$ cat src/rtl/core/sbap_pkg.sv
`default_nettype none
// ---------------------------------------------------------------------------
// sbap_pkg
// Constants and the armor mapping shared by the six-bit armor packer.
// ---------------------------------------------------------------------------
package sbap_pkg;

  localparam int VALUE_BITS          = 32;   // width of the field value port
  localparam int WIDTH_BITS          = 6;    // width of the field width port
  localparam int GROUP_BITS          = 6;    // bits per armored character
  localparam int PEND_BITS           = 5;    // pending bits carried between items
  localparam int PCNT_BITS           = 3;    // pending count width
  localparam int CHAR_BITS           = 7;
  localparam int FILL_BITS           = 3;
  localparam int DEF_MAX_FIELD_BITS  = 32;

  localparam logic [GROUP_BITS-1:0] ARMOR_SPLIT = 6'h28;
  localparam logic [CHAR_BITS-1:0]  ARMOR_LOW   = 7'h30;
  localparam logic [CHAR_BITS-1:0]  ARMOR_HIGH  = 7'h38;

  // six-bit group to armored ASCII
  function automatic logic [CHAR_BITS-1:0] armor(input logic [GROUP_BITS-1:0] grp);
    logic [CHAR_BITS-1:0] g;
    g = {1'b0, grp};
    if (grp < ARMOR_SPLIT) begin
      armor = g + ARMOR_LOW;
    end else begin
      armor = g + ARMOR_HIGH;
    end
  endfunction

endpackage
`default_nettype wire

$ cat src/rtl/core/six_bit_ascii_armor_packer.sv
`default_nettype none
// ---------------------------------------------------------------------------
// six_bit_ascii_armor_packer
// Packs MSB-first bit fields into six-bit ASCII armor characters.
// ---------------------------------------------------------------------------
// Usage
//   Input channel (in_valid/in_ready): one item is one bit field, its width
//   (clamped to MAX_FIELD_BITS, at most 32) and a last-field flag.
//   Result channel (out_valid/out_ready): zero to seven armored characters
//   per item. The last character of a message carries message_end and the
//   number of zero pad bits in fill_bits; fill_bits is 0 elsewhere.
//   A field that completes no group and is not final yields no result.
// Pipeline and throughput
//   An item passes the input register, then the character shifter, which
//   feeds the output register. The input register takes the next item
//   while the shifter still works on the last one. The shifter emits one
//   character per cycle into the output register while that register is
//   free or draining.
// Reset
//   rst_n (synchronous, active low) empties all stages and clears the
//   partial group held between items.
// Stall
//   While out_ready is low the output register holds; the shifter and the
//   input register fill up, after which in_ready drops.
// ---------------------------------------------------------------------------
module six_bit_ascii_armor_packer #(
  parameter int MAX_FIELD_BITS = sbap_pkg::DEF_MAX_FIELD_BITS
) (
  input  wire logic                             clk,
  input  wire logic                             rst_n,
  input  wire logic                             in_valid,
  output logic                                  in_ready,
  input  wire logic [sbap_pkg::VALUE_BITS-1:0]  in_field_value,
  input  wire logic [sbap_pkg::WIDTH_BITS-1:0]  in_field_width,
  input  wire logic                             in_final_field,
  output logic                                  out_valid,
  input  wire logic                             out_ready,
  output logic [sbap_pkg::CHAR_BITS-1:0]        out_armored_char,
  output logic [sbap_pkg::FILL_BITS-1:0]        out_fill_bits,
  output logic                                  out_message_end
);

  // Bits taken from a field at most
  localparam int LIMIT = (MAX_FIELD_BITS < sbap_pkg::VALUE_BITS) ? MAX_FIELD_BITS
                                                                  : sbap_pkg::VALUE_BITS;
  // Pending bits plus one field
  localparam int CW    = LIMIT + sbap_pkg::PEND_BITS;
  // Shifter width, whole groups
  localparam int NGRP  = (CW + sbap_pkg::GROUP_BITS - 1) / sbap_pkg::GROUP_BITS;
  localparam int BUFW  = NGRP * sbap_pkg::GROUP_BITS;
  localparam int SW    = $clog2(BUFW + 1);
  localparam int CNTW  = $clog2(NGRP + 1);
  localparam int G     = sbap_pkg::GROUP_BITS;
  // floor(x/6) as (x*43)>>8, exact for x below 64
  localparam int RECIP = 43;
  localparam int PW    = SW + 6;

  // ---- input register --------------------------------------------------
  logic                                a_valid_r;
  logic [sbap_pkg::VALUE_BITS-1:0]     a_value_r;
  logic [sbap_pkg::WIDTH_BITS-1:0]     a_width_r;
  logic                                a_final_r;

  // ---- partial group carried between items --------------------------------
  logic [sbap_pkg::PEND_BITS-1:0]      pend_bits_r, pend_bits_nxt;
  logic [sbap_pkg::PCNT_BITS-1:0]      pend_cnt_r,  pend_cnt_nxt;

  // ---- character shifter -----------------------------------------------
  logic [BUFW-1:0]                     b_word_r;
  logic [CNTW-1:0]                     b_left_r;
  logic                                b_final_r;
  logic [sbap_pkg::FILL_BITS-1:0]      b_fill_r;

  // ---- output register -------------------------------------------------
  logic                                out_valid_r;
  logic [sbap_pkg::CHAR_BITS-1:0]      out_char_r;
  logic [sbap_pkg::FILL_BITS-1:0]      out_fill_r;
  logic                                out_end_r;

  logic b_emit, b_free, a_load;

  // Emit from the shifter whenever the output register is free or draining
  assign b_emit   = (b_left_r != '0) && (!out_valid_r || out_ready);
  assign b_free   = (b_left_r == '0) ||
                    ((b_left_r == CNTW'(1)) && b_emit);
  assign a_load   = a_valid_r && b_free;
  assign in_ready = !a_valid_r || a_load;

  // ---- combine pending bits with the held field ---------------------------
  logic [sbap_pkg::WIDTH_BITS-1:0] w_clamp;
  logic [sbap_pkg::VALUE_BITS-1:0] val_mask;
  logic [CW-1:0]                   combined;
  logic [SW-1:0]                   total;
  logic [PW-1:0]                   prod;
  logic [CNTW-1:0]                 nfull;
  logic [SW-1:0]                   used;
  logic [sbap_pkg::PCNT_BITS-1:0]  rem;
  logic                            has_part;
  logic [CNTW-1:0]                 nchar;
  logic [SW-1:0]                   lsh;
  logic [BUFW-1:0]                 aligned;
  logic [sbap_pkg::PEND_BITS-1:0]  rem_mask;

  always_comb begin
    if (a_width_r > sbap_pkg::WIDTH_BITS'(LIMIT)) begin
      w_clamp = sbap_pkg::WIDTH_BITS'(LIMIT);
    end else begin
      w_clamp = a_width_r;
    end
    val_mask = ~({sbap_pkg::VALUE_BITS{1'b1}} << w_clamp);
    combined = (CW'(pend_bits_r) << w_clamp) |
               CW'(a_value_r & val_mask);
    total    = SW'(pend_cnt_r) + SW'(w_clamp);
    prod     = PW'(total) * PW'(RECIP);
    nfull    = CNTW'(prod >> 8);
    used     = SW'(nfull) * SW'(G);
    rem      = sbap_pkg::PCNT_BITS'(total - used);
    has_part = a_final_r && (rem != '0);
    nchar    = nfull + CNTW'(has_part);
    // left-align so the first group sits at the top, pad bits fall in as zero
    lsh      = SW'(BUFW) - total;
    aligned  = BUFW'(combined) << lsh;
    rem_mask = ~({sbap_pkg::PEND_BITS{1'b1}} << rem);

    pend_bits_nxt = pend_bits_r;
    pend_cnt_nxt  = pend_cnt_r;
    if (a_load) begin
      if (a_final_r) begin
        pend_bits_nxt = '0;
        pend_cnt_nxt  = '0;
      end else begin
        pend_bits_nxt = sbap_pkg::PEND_BITS'(combined) & rem_mask;
        pend_cnt_nxt  = rem;
      end
    end
  end

  // ---- control registers -----------------------------------------------
  always_ff @(posedge clk) begin
    if (!rst_n) begin
      a_valid_r   <= 1'b0;
      pend_bits_r <= '0;
      pend_cnt_r  <= '0;
      b_left_r    <= '0;
      out_valid_r <= 1'b0;
    end else begin
      if (in_ready) begin
        a_valid_r <= in_valid;
      end
      pend_bits_r <= pend_bits_nxt;
      pend_cnt_r  <= pend_cnt_nxt;
      if (a_load) begin
        b_left_r <= nchar;
      end else if (b_emit) begin
        b_left_r <= b_left_r - CNTW'(1);
      end
      if (b_emit) begin
        out_valid_r <= 1'b1;
      end else if (out_ready) begin
        out_valid_r <= 1'b0;
      end
    end
  end

  // ---- payload registers -----------------------------------------------
  always_ff @(posedge clk) begin
    if (in_valid && in_ready) begin
      a_value_r <= in_field_value;
      a_width_r <= in_field_width;
      a_final_r <= in_final_field;
    end
    if (a_load) begin
      b_word_r  <= aligned;
      b_final_r <= a_final_r;
      b_fill_r  <= has_part ? sbap_pkg::FILL_BITS'(G - int'(rem)) : '0;
    end else if (b_emit) begin
      b_word_r  <= b_word_r << G;
    end
    if (b_emit) begin
      out_char_r <= sbap_pkg::armor(b_word_r[BUFW-1 -: G]);
      // last character of the item; message end only on a final field
      if (b_left_r == CNTW'(1)) begin
        out_end_r  <= b_final_r;
        out_fill_r <= b_final_r ? b_fill_r : '0;
      end else begin
        out_end_r  <= 1'b0;
        out_fill_r <= '0;
      end
    end
  end

  assign out_valid        = out_valid_r;
  assign out_armored_char = out_char_r;
  assign out_fill_bits    = out_fill_r;
  assign out_message_end  = out_end_r;

  // ---- assertions ------------------------------------------------------
  a_pend_range: assert property (@(posedge clk) disable iff (!rst_n)
    pend_cnt_r < sbap_pkg::PCNT_BITS'(G))
    else $error("pending count out of range");

  a_left_range: assert property (@(posedge clk) disable iff (!rst_n)
    b_left_r <= CNTW'(NGRP))
    else $error("shifter character count out of range");

  a_fill_end: assert property (@(posedge clk) disable iff (!rst_n)
    (out_valid_r && (out_fill_r != '0)) |-> out_end_r)
    else $error("fill bits on a character that is not the message end");

  a_char_range: assert property (@(posedge clk) disable iff (!rst_n)
    out_valid_r |-> ((out_char_r >= 7'd48 && out_char_r <= 7'd87) ||
                     (out_char_r >= 7'd96 && out_char_r <= 7'd119)))
    else $error("armored character out of range");

  a_pend_clear: assert property (@(posedge clk) disable iff (!rst_n)
    (a_load && a_final_r) |=> (pend_cnt_r == '0))
    else $error("partial group survived a final field");

endmodule
`default_nettype wire

$ cat config.mk
export PLATFORM = sky130hd
export DESIGN_NAME = six_bit_ascii_armor_packer
export DESIGN_NICKNAME = d
export VERILOG_FILES = /design/src/rtl/core/sbap_pkg.sv /design/src/rtl/core/six_bit_ascii_armor_packer.sv
export SDC_FILE = /design/constraint.sdc
export NUM_CORES = 1
export LEC_CHECK = 0
export BUFFER_PORTS_ARGS = -buffer_cell sky130_fd_sc_hd__buf_4
export CORE_ASPECT_RATIO = 1.5
export CORE_MARGIN = 2
export CORE_UTILIZATION = 38
export DETAILED_ROUTE_END_ITERATION = 6
export GPL_TIMING_DRIVEN = 0
export PLACE_DENSITY = 0.65
export SYNTH_ARGS = -nofsm -noshare
export SYNTH_HDL_FRONTEND = slang
export SYNTH_SLANG_ARGS = --single-unit
$ cat constraint.sdc
create_clock -name clk -period 9.2 [get_ports clk]
set_input_delay 0.46 -clock clk [delete_from_list [all_inputs] [get_ports clk]]
set_output_delay 0.46 -clock clk [all_outputs]
set_load 0.01 [all_outputs]
==> out/metrics.csv, run 1 <==
metric,value,unit
syn_to_final_growth,12.3,%
drive_above_1_share,0.149,
p_sw_frac,0.517,
clock_tree.root_cell,clkbuf_16,
p_sw,2000,uW
wl_per_cell,29.3,um
clkSlewWorstSetupHoldPaths,0.09,ns
syn_avg_cell_area,9.37,um^2
hold_buffers,0,
gp_congestion,1.01,
nFillCells,2473,
worst_path_largest_cell_delay,0.49,ns
use_met1,0.321,
start_util,0.385,
final_common_cell,edfxtp_1,
clkPwrFrac,0.102,
syn_nets,1092,
p_total,3870,uW
grtUsageTotal,0.313,
io_pins,56,
maxCapViolCount,0,
critPathSlowestCell,fa_1,
clk_latency,0.38,ns
drc_errors,4,
regToRegEndpoint,b_left_r[2]$_SDFFE_PN0P_,
syn_area,9370,um^2
pwr-share-comb,0.673,
netlist_instances,999,
fin_hold_ws,0.245,ns
row_count,70,
worstSetupEndpoint,b_left_r[2]$_SDFFE_PN0P_,
rsz0062_at_grt,false,
vias_per_cell,6.57,
yosysUniqueCellTypes,99,
ctsLongestPathBuffers,2,
hpwl,32.7,mm
finalSetupViolCount,0,
vias,9178,
r2r_slack,1.35,ns
grt_pass1_vias,9039,
fin_nets,1160,
drt_iter0_drc,842,
firstDrtPassIters,7,
final_cells,1396,
seqPwrFrac,0.225,
post-route-util,0.432,
yosys.area.top_type,edfxtp_1,
crit_start,a_width_r[5]$_DFFE_PP_,
setup-tns-final,0,ns
synth_flop_cell,edfxtp_1,
ys_seq_area_frac,0.336,
antenna_found_initial,0,
io_buffers,55,
die_h,196,um
cts_resized,0,
async_reset_ff_frac,0,
core_region_area,24300,um^2
htree_levels,3,
yosysWarnings,0,
worst_pin_slew,1.36,ns
met2_usage,0.562,
vdd_drop_max,128,uV
die_w,132,um
diodes,0,
grt-busiest-layer,met2,
drt_wl_total,40.9,mm
ys_ff_latch,109,
period_needed,7.85,ns
clock_skew,0.0147,ns
cp.required,9.43,ns
leakagePower,0.00396,uW
grt_pass1_wl,59.9,mm
globalRouteMet3Util,0.0457,
seq_area,3140,um^2
layout_common_cells,"edfxtp_1, nand2_1, nor2_1, buf_4, o21ai_0",
p_per_area,368,nW/um^2
hold_class,input pin to flop,
grt_max_degree,40,
slew_viol_final,0,
critical_path_arrival,8.08,ns
synth_edf_count,96,
grt_overflow,0,
hp-start,in_field_value[28],
finalCritPeriodShare,0.853,
multi_input_area,5690,um^2
violations,design-rule violations,
status,"finished, violations left",
cts_buffers,9,
rr_startpoint,a_width_r[5]$_DFFE_PP_,
r2r_cells,31,
synth_top_cell_area_share,0.308,
detail-route-antenna-nets,0,
clock-sinks,109,
dp_cells,1380,
postCtsSetupBuffers,0,
fmax,0.127,GHz
crit_path_end_kind,flop,
die_area,25900,um^2
cts_tree,built,
intPower,1870,uW
synth_area_leaders,"edfxtp_1, ha_1, nand2_1, o211ai_1, o21ai_0",
slew_headroom,0.0832,
cp_max_fo,10,
final-hold-violation-count,0,
path_class,flop to flop,
crit_path_start_kind,flop,
sequential cells by signal, indices dropped and copies added (netlist names), 3 cells and up:
| signal | count |
|---|---|
| pend_bits_r | 5 |
| out_fill_bits | 3 |
| b_left_r | 3 |
| a_value_r | 32 |
| b_fill_r | 3 |
| pend_cnt_r | 3 |
| out_armored_char | 7 |
| b_word_r | 42 |
| a_width_r | 6 |
per-stage QoR:
step                      instance area (um^2)  worst slack [ns]
after floorplan                           9370              2.40
after global placement                   10200              1.55
after detailed placement                 10200              1.42
after CTS                                10500              1.37
after global routing                     10500             0.789
final                                    10500              1.35
logic make-up after synthesis:
logic type                 count (synthesis)  share of synthesized area
xor gates and xnor gates                  18                     0.0238
buffers and inverters                    127                     0.0578
muxes                                     48                     0.0627
AOI/OAI and AO/OA                        361                      0.291
adders and majority gates                 50                     0.0708
DFF                                      109                      0.336
and+or+nand+nor                          286                      0.158
worst min-delay path by stage:
stage	slack [ns]	cells past startpoint	to
floorplan	0.40	0	out_armored_char[0]$_DFFE_PP_
global placement	0.40	0	out_armored_char[1]$_DFFE_PP_
detailed placement	0.41	0	out_armored_char[0]$_DFFE_PP_
CTS	0.24	1	a_value_r[28]$_DFFE_PP_
global route	0.24	1	a_value_r[27]$_DFFE_PP_
finish	0.25	1	a_value_r[28]$_DFFE_PP_
critical path: cells and delay by family, from the launching register on:
| kind | cells | cell delay [ns] |
|---|---|---|
| fa+ha+maj | 8 | 2.31 |
| flops | 1 | 0.47 |
| xor+xnor | 9 | 1.75 |
| simple gates | 5 | 1.00 |
| buf+inv | 3 | 0.80 |
| compound gates | 6 | 1.35 |
Yosys cell counts, types with 20 or more instances:
master / count
edfxtp_1: 96
nor3_1: 20
clkbuf_1: 45
inv_1: 42
o21ai_0: 56
a21oi_1: 37
ha_1: 45
nand2_1: 77
nand3_1: 21
nor2_1: 59
buf_2: 21
mux2i_1: 26
o211ai_1: 38
power by group through the flow:
stage	logic, uW	registers, uW	clock network (uW)
after floorplan	1640	869	0
after global placement	2490	889	0
after detailed placement	2500	880	0
after CTS	2520	872	399
after global routing	2760	886	416
final	2600	872	393
final cells by class:
type	count	share of cell area
inverters	45	0.0161
well taps	324	0.0386
clock inverters	7	0.00559
multi-input cells	763	0.541
clock buffers	9	0.0214
repair buffers	57	0.0431
plain buffers	82	0.0355
flip-flops and latches	109	0.299
layer usage:
| layer | wire [um] | up-vias |
|---|---|---|
| li1 | - | 4065 |
| met1 | 14400 | 4435 |
| met2 | 20500 | 495 |
| met3 | 2060 | 183 |
| met4 | 3870 | 0 |
| met5 | 0 | - |
(Power assumes the default switching activity.)
==> run 2: changes to the inputs <==
--- a/config.mk
+++ b/config.mk
@@ -11,7 +11,7 @@
 export CORE_UTILIZATION = 38
 export DETAILED_ROUTE_END_ITERATION = 6
 export GPL_TIMING_DRIVEN = 0
-export PLACE_DENSITY = 0.65
+export PLACE_DENSITY = 0.56
 export SYNTH_ARGS = -nofsm -noshare
 export SYNTH_HDL_FRONTEND = slang
 export SYNTH_SLANG_ARGS = --single-unit
==> out/metrics.csv, run 2 (synthesis results as in run 1) <==
metric,value,unit
status,"finished, violations left",
violations,"max-capacitance violations, max-slew violations",
grt-busiest-layer,met2,
core_region_area,24300,um^2
wl_per_cell,29.0,um
clock_skew,0.0143,ns
die_w,132,um
maxCapViolCount,1,
row_count,70,
ctsLongestPathBuffers,2,
die_area,25900,um^2
finalCritPeriodShare,0.853,
vias_per_cell,6.58,
met2_usage,0.545,
largest_register_ffs,42,
cts_buffers,9,
clkSlewWorstSetupHoldPaths,0.09,ns
postCtsSetupBuffers,0,
drc_errors,0,
hold_buffers,0,
cp_top_family,adder cells,
vias,9180,
clock-sinks,109,
fmax,0.127,GHz
fin_nets,1160,
drt_wl_total,40.5,mm
clk_latency,0.38,ns
detail-route-antenna-nets,0,
final_common_cell,edfxtp_1,
final-hold-violation-count,0,
grtUsageTotal,0.312,
syn_to_final_growth,12.8,%
grt_max_degree,39,
hpwl,32.3,mm
critical_path_arrival,8.08,ns
diodes,0,
placed_cell_area,10200,um^2
p_per_area,369,nW/um^2
worst_path_largest_cell_delay,0.49,ns
die_h,196,um
use_met1,0.332,
max_flop_register,b_word_r,
cp.required,9.44,ns
htree_levels,3,
vdd_drop_max,142,uV
setup-tns-final,0,ns
drive_above_1_share,0.149,
globalRouteMet3Util,0.0380,
drt_iter0_drc,776,
leakagePower,0.00398,uW
critPathSlowestCell,fa_1,
finalSetupViolCount,0,
design_area,10600,um^2
cts_resized,0,
cp_max_fo,10,
period_needed,7.84,ns
clock_tree.root_cell,clkbuf_16,
io_pins,56,
grt_overflow,0,
worst_pin_slew,1.55,ns
antenna_found_initial,0,
rsz0062_at_grt,false,
firstDrtPassIters,5,
nFillCells,2511,
crit_path_start_kind,flop,
io_buffers,55,
critical_path_buf_inv_count,3,
start_util,0.385,
gp_congestion,1.03,
grt_pass1_wl,59.9,mm
hold_class,input pin to flop,
slew_headroom,-0.0450,
cts_tree,built,
slew_viol_final,5,
path_class,flop to flop,
grt_pass1_vias,9121,
layout_common_cells,"edfxtp_1, nand2_1, nor2_1, buf_4, o21ai_0",
crit_path_end_kind,flop,
==> run 2: cell types whose count changed in the layout (fill, tap and decap cells not counted), sizes merged <==
cell / previous run / this run
bufinv: 0 / 2
inv: 45 / 44
clkinvlp: 3 / 2
==> run 2: path summary, 6_finish.rpt <==
kind                                from                       endpoint  slack, ns  depth (start not counted)
hold reg to reg   b_word_r[38]$_DFFE_PP_  out_armored_char[2]$_DFFE_PP_       0.42                          0
setup / recovery  a_width_r[5]$_DFFE_PP_       b_left_r[2]$_SDFFE_PN0P_       1.36                         31
setup reg to reg  a_width_r[5]$_DFFE_PP_       b_left_r[2]$_SDFFE_PN0P_       1.36                         31
hold / removal         in_field_width[4]         a_width_r[4]$_DFFE_PP_       0.25                          1
==> run 2: final cells by class <==
cell class | instances | area [um^2] | area share
plain buffers | 82 | 373 | 0.0353
clock buffers | 9 | 225 | 0.0213
clock inverters | 7 | 106 | 0.0101
inverters | 45 | 169 | 0.0160
multi-input cells | 763 | 5690 | 0.538
flip-flops and latches | 109 | 3140 | 0.298
well taps | 324 | 405 | 0.0384
repair buffers | 57 | 453 | 0.0429
==> run 2: metrics by stage <==
stage	instances	hold WS, ns	util	worst slack [ns]	total power [uW]
detailed placement	1380	0.406	0.420	1.48	3360
finish	1396	0.250	0.434	1.36	3890
global route	1396	0.240	0.434	0.935	4110
CTS	1396	0.238	0.434	1.41	3830
global placement	1378	0.401	0.418	1.52	3370
floorplan	999	0.400	-	2.40	2510
==> run 2: worst register-to-register path: cells and delay by family, from the launching register on <==
| family | cells | cell delay (ns) |
|---|---|---|
| xor+xnor | 9 | 1.72 |
| compound gates | 6 | 1.35 |
| simple gates | 5 | 1.03 |
| fa+ha+maj | 8 | 2.31 |
| flops | 1 | 0.46 |
| buf+inv | 3 | 0.83 |
==> run 2: layer usage <==
metal,up-vias,part of all wire
met5,-,0
met3,183,0.046
met1,4437,0.36
met4,0,0.10
li1,4070,-
met2,490,0.50
==> run 2: power by group <==
part / internal (uW) / total (uW) / switching, uW
clock: 243 / 448 / 204
combinational: 883 / 2580 / 1690
sequential: 795 / 870 / 74.6
total: 1920 / 3890 / 1970
==> run 3: changes to the inputs <==
--- a/config.mk
+++ b/config.mk
@@ -11,7 +11,7 @@
 export CORE_UTILIZATION = 38
 export DETAILED_ROUTE_END_ITERATION = 6
 export GPL_TIMING_DRIVEN = 0
-export PLACE_DENSITY = 0.56
+export PLACE_DENSITY_LB_ADDON = 0.12
 export SYNTH_ARGS = -nofsm -noshare
 export SYNTH_HDL_FRONTEND = slang
 export SYNTH_SLANG_ARGS = --single-unit
==> out/metrics.csv, run 3 (synthesis results as in run 1) <==
metric,value,unit
cp.required,9.43,ns
use_met1,0.343,
vdd_drop_max,211,uV
worst_path_largest_cell_delay,0.49,ns
firstDrtPassIters,7,
cp_top_family,adder cells,
final_common_cell,edfxtp_1,
vias_per_cell,6.50,
detail-route-antenna-nets,0,
globalRouteMet3Util,0.0455,
hold_class,input pin to flop,
grt_overflow,0,
cts_resized,0,
p_per_area,369,nW/um^2
grt_max_degree,39,
clock_skew,0.00934,ns
crit_path_end_kind,flop,
htree_levels,3,
setup-tns-final,0,ns
finalSetupViolCount,0,
critical_path_arrival,8.20,ns
grt_pass1_vias,9186,
io_pins,56,
leakagePower,0.00399,uW
drc_errors,2,
rsz0062_at_grt,false,
r2r_slack,1.23,ns
row_count,70,
postCtsSetupBuffers,0,
cts_buffers,9,
layout_setup_ws,1.23,ns
maxCapViolCount,0,
violations,design-rule violations,
drt_iter0_drc,912,
core_region_area,24300,um^2
fin_nets,1161,
crit_path_start_kind,flop,
drt_wl_total,41.8,mm
clk_latency,0.37,ns
clock-sinks,109,
gp_congestion,1.04,
die_area,25900,um^2
wl_per_cell,29.9,um
critical_path_buf_inv_count,4,
cp_max_fo,10,
nFillCells,2512,
hold_buffers,0,
die_w,132,um
ctsLongestPathBuffers,2,
grt_pass1_wl,62.0,mm
clkSlewWorstSetupHoldPaths,0.08,ns
syn_to_final_growth,12.7,%
worst_pin_slew,1.29,ns
io_buffers,55,
grt-busiest-layer,met2,
hpwl,33.2,mm
diodes,0,
slew_viol_final,0,
drive_above_1_share,0.148,
dp_slack,1.37,ns
slew_headroom,0.131,
die_h,196,um
p_total,3900,uW
largest_register_ffs,42,
clock_tree.root_cell,clkbuf_16,
layout_common_cells,"edfxtp_1, nand2_1, buf_4",
finalCritPeriodShare,0.867,
final-hold-violation-count,0,
cts_tree,built,
path_class,flop to flop,
fmax,0.125,GHz
grtUsageTotal,0.325,
period_needed,7.97,ns
start_util,0.385,
vias,9077,
met2_usage,0.577,
critPathSlowestCell,fa_1,
status,"finished, violations left",
max_flop_register,b_word_r,
crit_top_cell,ha_1,
antenna_found_initial,0,
fin_hold_ws,0.255,ns
==> run 3: worst reg2reg max path, delay by kind of cell (launching register included) <==
family,cells,cell delay (ns)
AO/OA/AOI/OAI,6,1.52
adder cells (fa/ha/maj),8,2.38
flip-flops,1,0.47
AND/OR/NAND/NOR,3,0.57
XOR/XNOR,9,1.88
buffers and inverters,4,1.01
==> run 3: path summary, 6_finish.rpt <==
| check | from | to | cells past startpoint |
|---|---|---|---|
| max | a_width_r[5]$_DFFE_PP_ | b_left_r[2]$_SDFFE_PN0P_ | 30 |
| max reg2reg | a_width_r[5]$_DFFE_PP_ | b_left_r[2]$_SDFFE_PN0P_ | 30 |
| min reg2reg | b_word_r[36]$_DFFE_PP_ | out_armored_char[0]$_DFFE_PP_ | 0 |
| min | in_field_width[3] | a_width_r[3]$_DFFE_PP_ | 1 |
==> run 3: area by class of cell <==
cell class	count	area (um^2)	area share
multi-input cells	763	5690	0.539
flip-flops and latches	109	3140	0.298
repair buffers	58	460	0.0436
well taps	324	405	0.0384
plain buffers	82	373	0.0353
clock buffers	12	258	0.0244
inverters	45	169	0.0160
clock inverters	4	52.6	0.00498
==> run 3: through the flow <==
stage,cells,util,instance area [um^2]
after floorplan,999,-,9370
after global placement,1378,0.418,10200
after detailed placement,1380,0.420,10200
after CTS,1396,0.433,10500
after global routing,1397,0.433,10600
final,1397,0.433,10600
==> run 3: where the power goes <==
part           total (uW)  internal, uW  switching, uW
Clock                 426           230            196
Combinational        2600           884           1720
Sequential            870           795           75.2
Total                3900          1910           1990
==> run 3: per-layer routing <==
layer	share of wire	vias up	routed length, um
met5	0	-	0
met4	0.093	0	3870
met3	0.049	153	2070
met2	0.50	448	21000
met1	0.35	4405	14800
li1	-	4071	-
